`config.mk`:
```
export PLATFORM = sky130hd
export DESIGN_NAME = inverted_page_table_lru
export DESIGN_NICKNAME = d
export VERILOG_FILES = /design/src/hdl/ipt_pkg.sv /design/src/hdl/ipt_frame_store.sv /design/src/hdl/ipt_scan_unit.sv /design/src/hdl/inverted_page_table_lru.sv
export SDC_FILE = /design/constraint.sdc
export NUM_CORES = 2
export LEC_CHECK = 0
export ABC_AREA = 1
export BUFFER_PORTS_ARGS = -buffer_cell sky130_fd_sc_hd__buf_2
export CAP_MARGIN = 5
export CORE_MARGIN = 1.5
export CORE_UTILIZATION = 37
export CTS_BUF_LIST = sky130_fd_sc_hd__clkbuf_8 sky130_fd_sc_hd__clkbuf_16
export DETAILED_ROUTE_END_ITERATION = 8
export PLACE_DENSITY = 0.48
export SETUP_SLACK_MARGIN = 0.2
export SLEW_MARGIN = 10
export SYNTH_ARGS = -nofsm -noshare
export SYNTH_HDL_FRONTEND = slang
export SYNTH_HIERARCHICAL = 1
export SYNTH_SLANG_ARGS = --single-unit
```
`constraint.sdc`:
```
create_clock -name clk -period 44.8 [get_ports clk]
set_input_delay 4.48 -clock clk [delete_from_list [all_inputs] [get_ports clk]]
set_output_delay 4.48 -clock clk [all_outputs]
set_load 0.01 [all_outputs]
```
`src/hdl/ipt_pkg.sv`:
```
// ----------------------------------------------------------------------------
// Inverted page table package
// Sizes, command and event codes, and the structs shared by the modules.
// ----------------------------------------------------------------------------
package ipt_pkg;

    localparam int MAX_FRAMES = 16;
    localparam int FRAME_W    = $clog2(MAX_FRAMES);
    localparam int PAGE_W     = 8;
    localparam int VPAGES     = 256;
    localparam int STAMP_W    = 32;
    localparam int CFG_W      = 5;

    // Command codes.
    localparam logic [2:0] MODE_READ   = 3'd0;
    localparam logic [2:0] MODE_WRITE  = 3'd1;
    localparam logic [2:0] MODE_MAP_RO = 3'd2;
    localparam logic [2:0] MODE_MAP_RW = 3'd3;
    localparam logic [2:0] MODE_UNMAP  = 3'd4;

    // Event codes.
    localparam logic [3:0] EV_UNMAP_NONE    = 4'd0;
    localparam logic [3:0] EV_UNMAP_FREED   = 4'd1;
    localparam logic [3:0] EV_UNMAP_NOFRAME = 4'd2;
    localparam logic [3:0] EV_MAP_RO        = 4'd3;
    localparam logic [3:0] EV_MAP_RW        = 4'd4;
    localparam logic [3:0] EV_RD_HIT        = 4'd5;
    localparam logic [3:0] EV_RD_LOAD       = 4'd6;
    localparam logic [3:0] EV_RD_EVICT      = 4'd7;
    localparam logic [3:0] EV_WR_HIT        = 4'd8;
    localparam logic [3:0] EV_WR_LOAD       = 4'd9;
    localparam logic [3:0] EV_WR_EVICT      = 4'd10;
    localparam logic [3:0] EV_RD_ILLEGAL    = 4'd11;
    localparam logic [3:0] EV_WR_ILLEGAL    = 4'd12;
    localparam logic [3:0] EV_NOP           = 4'd15;

    typedef struct packed {
        logic [2:0]        mode;
        logic [PAGE_W-1:0] page_num;
    } ipt_cmd_t;

    typedef struct packed {
        logic [3:0]         event_res;
        logic [FRAME_W-1:0] frame;
        logic [PAGE_W-1:0]  evicted_page;
        logic [STAMP_W-1:0] stamp;
    } ipt_result_t;

    // One frame table entry as seen on the read port.
    typedef struct packed {
        logic               valid;
        logic [PAGE_W-1:0]  page;
        logic [STAMP_W-1:0] last_use;
    } ipt_frame_rec_t;

    // Frame table write port. The last-use stamp is always written.
    typedef struct packed {
        logic               en;
        logic [FRAME_W-1:0] idx;
        logic               set_valid;
        logic               valid_val;
        logic               set_page;
        logic [PAGE_W-1:0]  page;
        logic [STAMP_W-1:0] stamp;
    } ipt_wr_t;

    // Outcome of one pass over the frame table.
    typedef struct packed {
        logic               hit;
        logic [FRAME_W-1:0] hit_idx;
        logic               free_found;
        logic [FRAME_W-1:0] free_idx;
        logic [FRAME_W-1:0] lru_idx;
    } ipt_scan_t;

endpackage

```
`src/hdl/ipt_frame_store.sv`:
```
// ----------------------------------------------------------------------------
// Frame table store
// Page, valid flag and last-use stamp per physical frame; one read, one write.
// ----------------------------------------------------------------------------
module ipt_frame_store (
    input  logic                               clk,
    input  logic                               rst_n,
    input  ipt_pkg::ipt_wr_t                   wr,
    input  logic [ipt_pkg::FRAME_W-1:0]        rd_idx,
    output ipt_pkg::ipt_frame_rec_t            rd_entry
);

    logic [ipt_pkg::MAX_FRAMES-1:0] valid_reg;
    logic [ipt_pkg::PAGE_W-1:0]     page_reg [ipt_pkg::MAX_FRAMES];
    logic [ipt_pkg::STAMP_W-1:0]    last_use_reg [ipt_pkg::MAX_FRAMES];

    // All frames come out of reset free.
    always_ff @(posedge clk or negedge rst_n)
    begin
        if (!rst_n)
        begin
            valid_reg <= '0;
        end
        else if (wr.en && wr.set_valid)
        begin
            valid_reg[wr.idx] <= wr.valid_val;
        end
    end

    always_ff @(posedge clk)
    begin
        if (wr.en)
        begin
            last_use_reg[wr.idx] <= wr.stamp;
            if (wr.set_page)
            begin
                page_reg[wr.idx] <= wr.page;
            end
        end
    end

    assign rd_entry.valid    = valid_reg[rd_idx];
    assign rd_entry.page     = page_reg[rd_idx];
    assign rd_entry.last_use = last_use_reg[rd_idx];

endmodule

```
`src/hdl/ipt_scan_unit.sv`:
```
// ----------------------------------------------------------------------------
// Frame table scan unit
// Looks at one entry per cycle while step is high and tracks first hit, first free and LRU frame.
// ----------------------------------------------------------------------------
module ipt_scan_unit (
    input  logic                          clk,
    input  logic                          rst_n,
    input  logic                          clear,
    input  logic                          step,
    input  logic [ipt_pkg::FRAME_W-1:0]   idx,
    input  ipt_pkg::ipt_frame_rec_t       entry,
    input  logic [ipt_pkg::PAGE_W-1:0]    vp,
    output ipt_pkg::ipt_scan_t            status
);

    logic                          hit_reg, hit_next;
    logic [ipt_pkg::FRAME_W-1:0]   hit_idx_reg, hit_idx_next;
    logic                          free_reg, free_next;
    logic [ipt_pkg::FRAME_W-1:0]   free_idx_reg, free_idx_next;
    logic [ipt_pkg::FRAME_W-1:0]   lru_idx_reg, lru_idx_next;
    logic [ipt_pkg::STAMP_W-1:0]   lru_stamp_reg, lru_stamp_next;
    logic                          page_eq;
    logic                          older;

    assign page_eq = entry.valid && (entry.page == vp);
    // Strictly older only, so the lowest index wins on equal stamps.
    assign older   = entry.last_use < lru_stamp_reg;

    always_comb
    begin
        hit_next       = hit_reg;
        hit_idx_next   = hit_idx_reg;
        free_next      = free_reg;
        free_idx_next  = free_idx_reg;
        lru_idx_next   = lru_idx_reg;
        lru_stamp_next = lru_stamp_reg;
        if (clear)
        begin
            hit_next  = 1'b0;
            free_next = 1'b0;
        end
        else if (step)
        begin
            if (!hit_reg && page_eq)
            begin
                hit_next     = 1'b1;
                hit_idx_next = idx;
            end
            if (!free_reg && !entry.valid)
            begin
                free_next     = 1'b1;
                free_idx_next = idx;
            end
            if ((idx == '0) || older)
            begin
                lru_idx_next   = idx;
                lru_stamp_next = entry.last_use;
            end
        end
    end

    always_ff @(posedge clk or negedge rst_n)
    begin
        if (!rst_n)
        begin
            hit_reg  <= 1'b0;
            free_reg <= 1'b0;
        end
        else
        begin
            hit_reg  <= hit_next;
            free_reg <= free_next;
        end
    end

    always_ff @(posedge clk)
    begin
        hit_idx_reg   <= hit_idx_next;
        free_idx_reg  <= free_idx_next;
        lru_idx_reg   <= lru_idx_next;
        lru_stamp_reg <= lru_stamp_next;
    end

    assign status.hit        = hit_reg;
    assign status.hit_idx    = hit_idx_reg;
    assign status.free_found = free_reg;
    assign status.free_idx   = free_idx_reg;
    assign status.lru_idx    = lru_idx_reg;

endmodule

```
`src/hdl/inverted_page_table_lru.sv`:
```
// ----------------------------------------------------------------------------
// Inverted page table with LRU frame replacement
// Map, illegal, unknown and unmap-of-unmapped commands set their registered
// result in CHECK; access and unmap of a mapped page go on through SCAN,
// one step per active frame, and set their registered result in DONE.
// One command at a time: busy stays high until the result strobe.
// Reset clears frame valid flags and the access clock and sets the frame
// count to 16; a pass over all 256 entries then clears the permission map, busy high.
// ----------------------------------------------------------------------------
module inverted_page_table_lru (
    input  logic                            clk,
    input  logic                            rst_n,
    // Command channel: a transfer happens when start is high and busy is low.
    input  logic                            start,
    output logic                            busy,
    input  ipt_pkg::ipt_cmd_t               cmd,
    // Result strobe: one cycle per result, the receiver cannot stall.
    output logic                            result_valid,
    output ipt_pkg::ipt_result_t            result,
    // Frame count register write channel.
    input  logic                            cfg_valid,
    output logic                            cfg_ready,
    input  logic [ipt_pkg::CFG_W-1:0]       cfg_data
);

    // After reset CLEAR zeroes one permission entry per cycle. For each
    // command the sequencer walks CHECK once; accesses and unmaps of mapped
    // pages then go through SCAN for one cycle per active frame through the
    // shared scan unit, then DONE applies at most one frame table write.
    typedef enum logic [2:0] {
        ST_CLEAR,
        ST_IDLE,
        ST_CHECK,
        ST_SCAN,
        ST_DONE
    } state_t;

    state_t                          state_reg, state_next;
    ipt_pkg::ipt_cmd_t               cmd_reg, cmd_next;
    logic [ipt_pkg::STAMP_W-1:0]     stamp_reg, stamp_next;
    logic [ipt_pkg::STAMP_W-1:0]     clock_reg, clock_next;
    logic [ipt_pkg::CFG_W-1:0]       cfg_reg, cfg_next;
    logic [ipt_pkg::FRAME_W-1:0]     idx_reg, idx_next;
    logic [ipt_pkg::PAGE_W-1:0]      clr_idx_reg, clr_idx_next;
    ipt_pkg::ipt_result_t            res_reg, res_next;
    logic                            res_valid_reg, res_valid_next;

    // Permission map: one read and one write per cycle, registered read.
    logic                            read_ok_mem [ipt_pkg::VPAGES];
    logic                            write_ok_mem [ipt_pkg::VPAGES];
    logic                            rd_ok_reg;
    logic                            wr_ok_reg;
    logic [ipt_pkg::PAGE_W-1:0]      perm_rd_addr;
    logic [ipt_pkg::PAGE_W-1:0]      perm_wr_addr;
    logic                            perm_set_rd;
    logic                            perm_set_wr;
    logic                            perm_val;

    logic                            is_write;
    logic                            rd_ok;
    logic                            wr_ok;
    logic [ipt_pkg::FRAME_W-1:0]     last_idx;
    logic [ipt_pkg::FRAME_W-1:0]     target_idx;
    logic [ipt_pkg::FRAME_W-1:0]     rd_idx;
    logic                            scan_clear;
    logic                            scan_step;
    ipt_pkg::ipt_wr_t                wr;
    ipt_pkg::ipt_frame_rec_t         entry;
    ipt_pkg::ipt_scan_t              scan;

    assign busy         = (state_reg != ST_IDLE);
    assign cfg_ready    = (state_reg == ST_IDLE);
    assign result_valid = res_valid_reg;
    assign result       = res_reg;

    // The permissions of the accepted page are read at the accepting edge,
    // so CHECK sees them in its own cycle.
    assign perm_rd_addr = cmd_next.page_num;

    assign is_write = (cmd_reg.mode == ipt_pkg::MODE_WRITE);
    assign rd_ok    = rd_ok_reg;
    assign wr_ok    = wr_ok_reg;

    // Index of the last active frame. A count of zero behaves as one frame and
    // counts above the table depth behave as the full table.
    always_comb
    begin
        if (cfg_reg == '0)
        begin
            last_idx = '0;
        end
        else if (cfg_reg > ipt_pkg::CFG_W'(ipt_pkg::MAX_FRAMES))
        begin
            last_idx = ipt_pkg::FRAME_W'(ipt_pkg::MAX_FRAMES - 1);
        end
        else
        begin
            last_idx = ipt_pkg::FRAME_W'(cfg_reg - ipt_pkg::CFG_W'(1));
        end
    end

    // A hit wins over a free frame, and a free frame wins over eviction.
    assign target_idx = scan.hit        ? scan.hit_idx  :
                        scan.free_found ? scan.free_idx : scan.lru_idx;
    assign rd_idx     = (state_reg == ST_DONE) ? target_idx : idx_reg;

    ipt_frame_store u_store (
        .clk      (clk),
        .rst_n    (rst_n),
        .wr       (wr),
        .rd_idx   (rd_idx),
        .rd_entry (entry)
    );

    ipt_scan_unit u_scan (
        .clk    (clk),
        .rst_n  (rst_n),
        .clear  (scan_clear),
        .step   (scan_step),
        .idx    (idx_reg),
        .entry  (entry),
        .vp     (cmd_reg.page_num),
        .status (scan)
    );

    always_comb
    begin
        state_next     = state_reg;
        cmd_next       = cmd_reg;
        stamp_next     = stamp_reg;
        clock_next     = clock_reg;
        cfg_next       = cfg_reg;
        idx_next       = idx_reg;
        clr_idx_next   = clr_idx_reg;
        res_next       = res_reg;
        res_valid_next = 1'b0;
        scan_clear     = 1'b0;
        scan_step      = 1'b0;
        perm_wr_addr   = cmd_reg.page_num;
        perm_set_rd    = 1'b0;
        perm_set_wr    = 1'b0;
        perm_val       = 1'b0;
        wr             = '0;
        wr.page        = cmd_reg.page_num;
        wr.stamp       = stamp_reg;

        case (state_reg)
            ST_CLEAR:
            begin
                perm_set_rd  = 1'b1;
                perm_set_wr  = 1'b1;
                perm_wr_addr = clr_idx_reg;
                clr_idx_next = clr_idx_reg + ipt_pkg::PAGE_W'(1);
                if (clr_idx_reg == '1)
                begin
                    state_next = ST_IDLE;
                end
            end

            ST_IDLE:
            begin
                if (cfg_valid)
                begin
                    cfg_next = cfg_data;
                end
                if (start)
                begin
                    cmd_next   = cmd;
                    stamp_next = clock_reg;
                    // The access clock stops at its maximum value.
                    if (clock_reg != '1)
                    begin
                        clock_next = clock_reg + ipt_pkg::STAMP_W'(1);
                    end
                    state_next = ST_CHECK;
                end
            end

            ST_CHECK:
            begin
                res_next.event_res    = ipt_pkg::EV_NOP;
                res_next.frame        = '0;
                res_next.evicted_page = '0;
                res_next.stamp        = stamp_reg;
                res_valid_next        = 1'b1;
                state_next            = ST_IDLE;
                case (cmd_reg.mode)
                    ipt_pkg::MODE_MAP_RO:
                    begin
                        perm_set_rd        = 1'b1;
                        perm_val           = 1'b1;
                        res_next.event_res = ipt_pkg::EV_MAP_RO;
                    end
                    ipt_pkg::MODE_MAP_RW:
                    begin
                        perm_set_rd        = 1'b1;
                        perm_set_wr        = 1'b1;
                        perm_val           = 1'b1;
                        res_next.event_res = ipt_pkg::EV_MAP_RW;
                    end
                    ipt_pkg::MODE_UNMAP:
                    begin
                        if (!rd_ok && !wr_ok)
                        begin
                            res_next.event_res = ipt_pkg::EV_UNMAP_NONE;
                        end
                        else
                        begin
                            res_valid_next = 1'b0;
                            scan_clear     = 1'b1;
                            idx_next       = '0;
                            state_next     = ST_SCAN;
                        end
                    end
                    ipt_pkg::MODE_READ, ipt_pkg::MODE_WRITE:
                    begin
                        if (is_write ? !wr_ok : !rd_ok)
                        begin
                            res_next.event_res = is_write ? ipt_pkg::EV_WR_ILLEGAL
                                                          : ipt_pkg::EV_RD_ILLEGAL;
                        end
                        else
                        begin
                            res_valid_next = 1'b0;
                            scan_clear     = 1'b1;
                            idx_next       = '0;
                            state_next     = ST_SCAN;
                        end
                    end
                    default:
                    begin
                        res_next.event_res = ipt_pkg::EV_NOP;
                    end
                endcase
            end

            ST_SCAN:
            begin
                scan_step = 1'b1;
                idx_next  = idx_reg + ipt_pkg::FRAME_W'(1);
                if (idx_reg == last_idx)
                begin
                    state_next = ST_DONE;
                end
            end

            ST_DONE:
            begin
                res_next.frame        = '0;
                res_next.evicted_page = '0;
                res_next.stamp        = stamp_reg;
                res_valid_next        = 1'b1;
                state_next            = ST_IDLE;
                wr.idx                = target_idx;
                if (cmd_reg.mode == ipt_pkg::MODE_UNMAP)
                begin
                    perm_set_rd = 1'b1;
                    perm_set_wr = 1'b1;
                    perm_val    = 1'b0;
                    if (scan.hit)
                    begin
                        // The freed frame keeps its page but takes this stamp.
                        wr.en              = 1'b1;
                        wr.set_valid       = 1'b1;
                        wr.valid_val       = 1'b0;
                        res_next.event_res = ipt_pkg::EV_UNMAP_FREED;
                        res_next.frame     = scan.hit_idx;
                    end
                    else
                    begin
                        res_next.event_res = ipt_pkg::EV_UNMAP_NOFRAME;
                    end
                end
                else
                begin
                    wr.en          = 1'b1;
                    res_next.frame = target_idx;
                    if (scan.hit)
                    begin
                        res_next.event_res = is_write ? ipt_pkg::EV_WR_HIT
                                                      : ipt_pkg::EV_RD_HIT;
                    end
                    else if (scan.free_found)
                    begin
                        wr.set_valid       = 1'b1;
                        wr.valid_val       = 1'b1;
                        wr.set_page        = 1'b1;
                        res_next.event_res = is_write ? ipt_pkg::EV_WR_LOAD
                                                      : ipt_pkg::EV_RD_LOAD;
                    end
                    else
                    begin
                        // The victim's old page is read before it is replaced.
                        wr.set_page           = 1'b1;
                        res_next.evicted_page = entry.page;
                        res_next.event_res    = is_write ? ipt_pkg::EV_WR_EVICT
                                                         : ipt_pkg::EV_RD_EVICT;
                    end
                end
            end

            default:
            begin
                state_next = ST_IDLE;
            end
        endcase
    end

    always_ff @(posedge clk or negedge rst_n)
    begin
        if (!rst_n)
        begin
            state_reg     <= ST_CLEAR;
            clock_reg     <= '0;
            cfg_reg       <= ipt_pkg::CFG_W'(ipt_pkg::MAX_FRAMES);
            clr_idx_reg   <= '0;
            res_valid_reg <= 1'b0;
            idx_reg       <= '0;
        end
        else
        begin
            state_reg     <= state_next;
            clock_reg     <= clock_next;
            cfg_reg       <= cfg_next;
            clr_idx_reg   <= clr_idx_next;
            res_valid_reg <= res_valid_next;
            idx_reg       <= idx_next;
        end
    end

    always_ff @(posedge clk)
    begin
        cmd_reg   <= cmd_next;
        stamp_reg <= stamp_next;
        res_reg   <= res_next;
    end

    always_ff @(posedge clk)
    begin
        if (perm_set_rd)
        begin
            read_ok_mem[perm_wr_addr] <= perm_val;
        end
        if (perm_set_wr)
        begin
            write_ok_mem[perm_wr_addr] <= perm_val;
        end
        rd_ok_reg <= read_ok_mem[perm_rd_addr];
        wr_ok_reg <= write_ok_mem[perm_rd_addr];
    end

endmodule

```
== Word level (Yosys, flattened, before mapping) ==
Memories as Yosys holds them, arrays and structs flattened. A register that Yosys moved wholly into a read port is not among the register bits.
Cells that the tools add are included.

* Register bits after elaboration: 206
* Word-level logic and storage cells: 165
* Input port bits: 20
* ROM bits: 0
* Latch bits: 0
* Bits in writable memories: 1152
* Output and inout port bits: 51
* Memories: 4

{| class="wikitable"
|+ Memories
! memory !! words !! width !! read ports !! clocked after memory_dff !! write ports !! RTL line !! text
|-
| u_store.last_use_reg || 16 || 32 || 1 || 0 || 1 || ipt_frame_store.sv:15 || <nowiki>logic [ipt_pkg::STAMP_W-1:0] last_use_reg [ipt_pkg::MAX_FRAMES];</nowiki>
|-
| read_ok_mem || 256 || 1 || 1 || 1 || 1 || inverted_page_table_lru.sv:49 || <nowiki>logic read_ok_mem [ipt_pkg::VPAGES];</nowiki>
|-
| write_ok_mem || 256 || 1 || 1 || 1 || 1 || inverted_page_table_lru.sv:50 || <nowiki>logic write_ok_mem [ipt_pkg::VPAGES];</nowiki>
|-
| u_store.page_reg || 16 || 8 || 1 || 0 || 1 || ipt_frame_store.sv:14 || <nowiki>logic [ipt_pkg::PAGE_W-1:0] page_reg [ipt_pkg::MAX_FRAMES];</nowiki>
|}

* Shift-type cells: 0
* Add/sub/neg operators: 4
* Bitwise gates (word level): 1
* Multipliers: 0
* Order comparisons: 5
* Reductions and logical operators: 33
* Equality and inequality tests: 19
* Divide/modulo/power cells: 0
* Muxes and demuxes: 79

{| class="wikitable"
|+ Operators by type and width
! operator !! number
|-
| case mux 48 bit (2 select lines) || 1
|-
| two-way mux 8 bit || 8
|-
| two-way mux 4 bit || 14
|-
| adder 32 x 1 -> 32 bit, second input constant || 1
|-
| less-than comparator 32 bit || 1
|-
| != test 32 bit, second input constant || 1
|-
| two-way mux 1 bit || 31
|-
| two-way mux 3 bit || 6
|-
| bitwise mux 16 bit || 1
|-
| case mux 4 bit (2 select lines) || 2
|-
| case mux 4 bit (4 select lines) || 1
|-
| AND reduction 3 bit || 5
|-
| equality test 3 x 2 -> 1 bit, second input constant || 4
|-
| two-way mux 2 bit || 6
|-
| case mux 3 bit (4 select lines) || 1
|-
| less-than comparator 4 x 5 -> 1 bit, second input constant || 2
|-
| nonzero test 2 bit || 5
|-
| != test 3 bit, second input constant || 3
|-
| adder 8 x 1 -> 8 bit, second input constant || 1
|-
| equality test 8 bit || 1
|-
| equality test 8 bit, second input constant || 1
|-
| AND reduction 2 bit || 4
|-
| equality test 3 x 1 -> 1 bit, second input constant || 2
|-
| equality test 3 bit, second input constant || 2
|-
| 21 further kinds || 37
|}

== Logic depth before layout (Yosys ltp) ==
* Depth after elaboration: 10
* Depth in mapped cells: 30
* Gate-level depth less buffers: 27

== By module ==
The synthesis kept the hierarchy.

{| class="wikitable"
|+ Modules (own cells, without submodules)
! module !! cells an instance !! times used !! sequential area each (um^2) !! area an instance (um^2)
|-
| inverted_page_table_lru || 3304 || 1 || 19394.9 || 31132.4
|-
| ipt_frame_store || 2742 || 1 || 19618.8 || 28531.1
|-
| ipt_scan_unit || 211 || 1 || 1371.3 || 2376.0
|}

== Worst setup path before layout ==
No wires, ideal clock.

* Path kind: register -> register
* From: reg state_reg[2]
* To: mem write_ok_mem[45] (enable)
* Required time: 44488 ps
* Stages on the path, launching flop included: 11
* Path slack: 20585 ps
* Clock period less this slack: 24215 ps
* Arrival: 23903 ps
* Setup time: 312 ps
* Buffers on the path: 1
* Cells stage by stage: dfrtp_1 > inv_2 > nand2_1 > nor2_1 > inv_1 > nor3_1 > nor2_1 > nor3_2 > nand2_1 > clkbuf_1 > nor3_1

* Word-level cells in the longest chain between the ends: 4
* Elaborated cells on any way between the ends: 7
* Those cells by class: 2 x eq/ne; 4 x mux; 1 x reduce/logical

{| class="wikitable"
|+ Ends and longest elaborated chain
! what !! RTL line !! text
|-
| from (decl) || inverted_page_table_lru.sv:38 || <nowiki>state_t state_reg, state_next;</nowiki>
|-
| from (signal assigned) || inverted_page_table_lru.sv:322 || <nowiki>state_reg <= state_next;</nowiki>
|-
| equality test 3 bit (tied with other cells) || inverted_page_table_lru.sv:147 || <nowiki>case (state_reg)</nowiki>
|-
| case mux 1 bit (3 select lines) || inverted_page_table_lru.sv:147 ||
|-
| two-way mux 1 bit || inverted_page_table_lru.sv:344 || <nowiki>if (perm_set_wr)</nowiki>
|-
| two-way mux 1 bit (implied by the code) || inverted_page_table_lru.sv:346 || <nowiki>write_ok_mem[perm_wr_addr] <= perm_val;</nowiki>
|-
| to (decl) || inverted_page_table_lru.sv:50 ||
|}

Parallel ways exist; a longest one is shown, timed or not.

==> impl_results.md <==
* Yosys reg bits at between 1k and 1.5k
* Routed vias/inst at 4.99
* Post-synth EDFFs at ~1.3k
* Hold crit path type: reg -> reg
* H-tree depth at 4
* Final setup fails at 0
* Crit end category: flip-flop
* IO Port Bufs at 70
* Pre-CTS WS at 36.46 ns
* Clk Latency, worst-skew pair at approximately 0.81 ns
* Die footprint at around 170000 um^2
* DRC errors left at 0
* Final ANT Viol Nets at 0
* Initial DRC Count at ~3.6k
* Met3 GRT Util at a little under 3%
* Dpl hpwl at 93100 um
* Distinct cells, synth at 51
* Syn_area_per_cell at about 9.9 um^2
* Max-slew violations at 0
* Row count at 150
* Type of origin of the critical path: flip-flop
* Setup bufs post-CTS at 0
* Slew @ Worst Pin at approximately 1.2 ns
* Share of post-route cells with drive strength above 1 at roughly 7.2%
* Minimum clock period at 8.21 ns
* Die X at 412 um
* Vias in the first global route at 41.9k
* Synth-to-layout area growth at 11.7%
* Initial core utilization at 37.2%
* Met2 Use GR at 35.4%
* Via count at 42.6k
* CP max FO at 174
* Sequential share of the synthesized area at 65.1%
* Resized Gates After CTS at 0
* Synth warnings at 6
* Pleak at 0.0280 uW
* Critical path class: reg -> reg
* CTS max path bufs at 3
* Synth Instances at 6257
* Max_slew headroom at 20.7%
* Setup_tns at 0 ns
* Final Cycle Share at 18.3%
* Slowest cell on crit path: buf_4
* First-pass GRT wire length at ~270000 um
* Met1 usage at 28.1%
* Fmax at 122 MHz
* DRT Pass-1 Iters at 5
* Final Hold Fails at 0
* Dpl cells at slightly above 8k
* P per Cell Area at approximately 67 nW/um^2
* Nets at 6277
* Initial antenna violation count at 2
* Post-Layout Cell Count at roughly 8.5k
* Post-route cell area at 69300 um^2
* # hold bufs at CTS at 0
* Grt peak-use layer: met2
* Total Wirelength at ~180000 um
* RSZ-0062 raised after global routing: no
* Worst Skew at 0.0470 ns
* CTS sink count at 1360
* Max reg flops at 512
* Num CTS Buffers at 157
* Worst path most repeated cell: nand2_1
* Syn_nets at ~6.3k
* CTS tree: done
* Die Y at between 400 and 500 um
* Core area at 167000 um^2
* Maxcap violations at 0
* Slowest stage delay, CP at around 0.7 ns
* Io pins at 71
* Mapped cell area at 62000 um^2
* Placed Area at 64400 um^2
* Largest net degree at the start of global routing at between 200 and 300
* RD Place Congestion at ~0.83
* Asr flop ratio synth at 5.22%
* Drt wl/cell at 20.7 um
* Ys flop type: edfxtp_1
* Outcome: finished clean
* Worst vdd ir at 61.4 uV
* Root buf cell: clkbuf_16
* Crit path DAT at between 8 and 9 ns
* Final worst slack at about 37 ns
* Worst Path Required at 45.21 ns
* GRT Util Overall at 20.9%
* Clk slew on worst S/H paths at about 0.060 ns
* Total power at 4670 uW
* Grt ovf at 0
[stage by stage]
| stage | util (%) | hold WS [ns] |
|---|---|---|
| final | 41.5 | 0.488 |
| after global routing | 41.5 | 0.497 |
| after CTS | 41.5 | 0.487 |
| after detailed placement | 38.6 | 0.473 |
| after global placement | 38.6 | 0.467 |
| after floorplan | - | 0.425 |
[path summary, 6_finish.rpt]
path	from	endpoint	slack (ns)	cells after the start
setup / recovery	state_reg[0]	u_scan/lru_stamp_reg[8]	36.59	29
hold / removal	u_store/valid_reg[7]	u_store/valid_reg[7]	0.49	2
setup reg to reg	state_reg[0]	u_scan/lru_stamp_reg[8]	36.59	29
hold reg to reg	u_store/valid_reg[7]	u_store/valid_reg[7]	0.49	2
max in group asynchronous	rst_n	clr_idx_reg[4]	40.11	2
min in group asynchronous	rst_n	cfg_reg[0]	3.66	1
[critical path: cells and delay by family (launching register included)]
family	cells	cell delay, ns
flip-flops	1	0.44
adder cells (fa/ha/maj)	1	0.29
buffers and inverters	7	3.16
AND/OR/NAND/NOR	19	2.84
AO/OA/AOI/OAI	2	0.35
[layout by cell type (no fill, tap or decap), types with 10 or more instances in the layout]
cell and instances:
nor2_1 364, a21oi_1 36, dfrtp_1 70, nor3_2 14, nand3b_1 43, dfxtp_1 10, buf_2 69, buf_4 94
o21ai_0 39, inv_2 12, xor2_1 27, clkbuf_16 158, clkinv_1 22, edfxtp_1 1279, o211ai_1 25, inv_1 1069
nor2_4 21, nand2_1 1537, xnor2_1 17, ha_1 37, clkinv_2 19, nand3_1 989, nor3_1 279
[cell usage after synthesis, types with 4 or more instances]
cell         n  area, um^2
nand2_1   1546        5800
edfxtp_1  1279       38400
inv_1     1020        3830
nand3_1    989        4950
nor2_1     382        1430
nor3_1     290        1450
clkbuf_1   142         533
buf_2      140         701
dfrtp_1     70        1750
o21ai_0     45         225
nand3b_1    43         323
buf_6       38         428
a21oi_1     37         185
ha_1        37         463
buf_1       29         109
xor2_1      27         236
o211ai_1    25         188
xnor2_1     17         149
buf_4       13        97.6
inv_2       12        45.0
dfxtp_1     10         200
o21ai_1      9        45.0
nand4_1      7        43.8
o21a_1       6        45.0
mux2i_1      4        40.0
[layout make-up]
cell class / instances / area, um^2
clock inverter: 116 / 913
inverter: 1035 / 3910
tap: 2204 / 2760
multi-input combinational: 3498 / 16200
fill: 16286 / 97600
clock buffer: 162 / 4010
sequential: 1360 / 40400
timing repair buffer: 168 / 1140
antenna: 1 / 2.50
[layer usage]
| metal | wire length (um) | vias up |
|---|---|---|
| li1 | - | 20394 |
| met1 | 79000 | 21052 |
| met2 | 86400 | 939 |
| met3 | 7960 | 235 |
| met4 | 3610 | 0 |
| met5 | 0 | - |
[kinds of logic (layout without fill, tap and decap cells)]
| group | count (synthesis) | count (layout) | synth area share [%] |
|---|---|---|---|
| buffers and inverters | 1399 | 1481 | 9.34 |
| multiplexers | 5 | 5 | 0.0827 |
| XOR/XNOR | 45 | 45 | 0.647 |
| other | 0 | 1 | 0 |
| AND/OR/NAND/NOR | 3277 | 3277 | 22.8 |
| AO/OA/AOI/OAI | 134 | 134 | 1.25 |
| flip-flops | 1360 | 1360 | 65.1 |
| adder cells (fa/ha/maj) | 37 | 37 | 0.746 |
[where the power goes]
part	leakage (uW)	switching [uW]	total [uW]	internal, uW
logic	0.0127	1390	1850	467
clock network	0.00260	529	1230	702
registers	0.0127	63.7	1590	1520
Note: power is estimated with default switching activity, not from simulation.
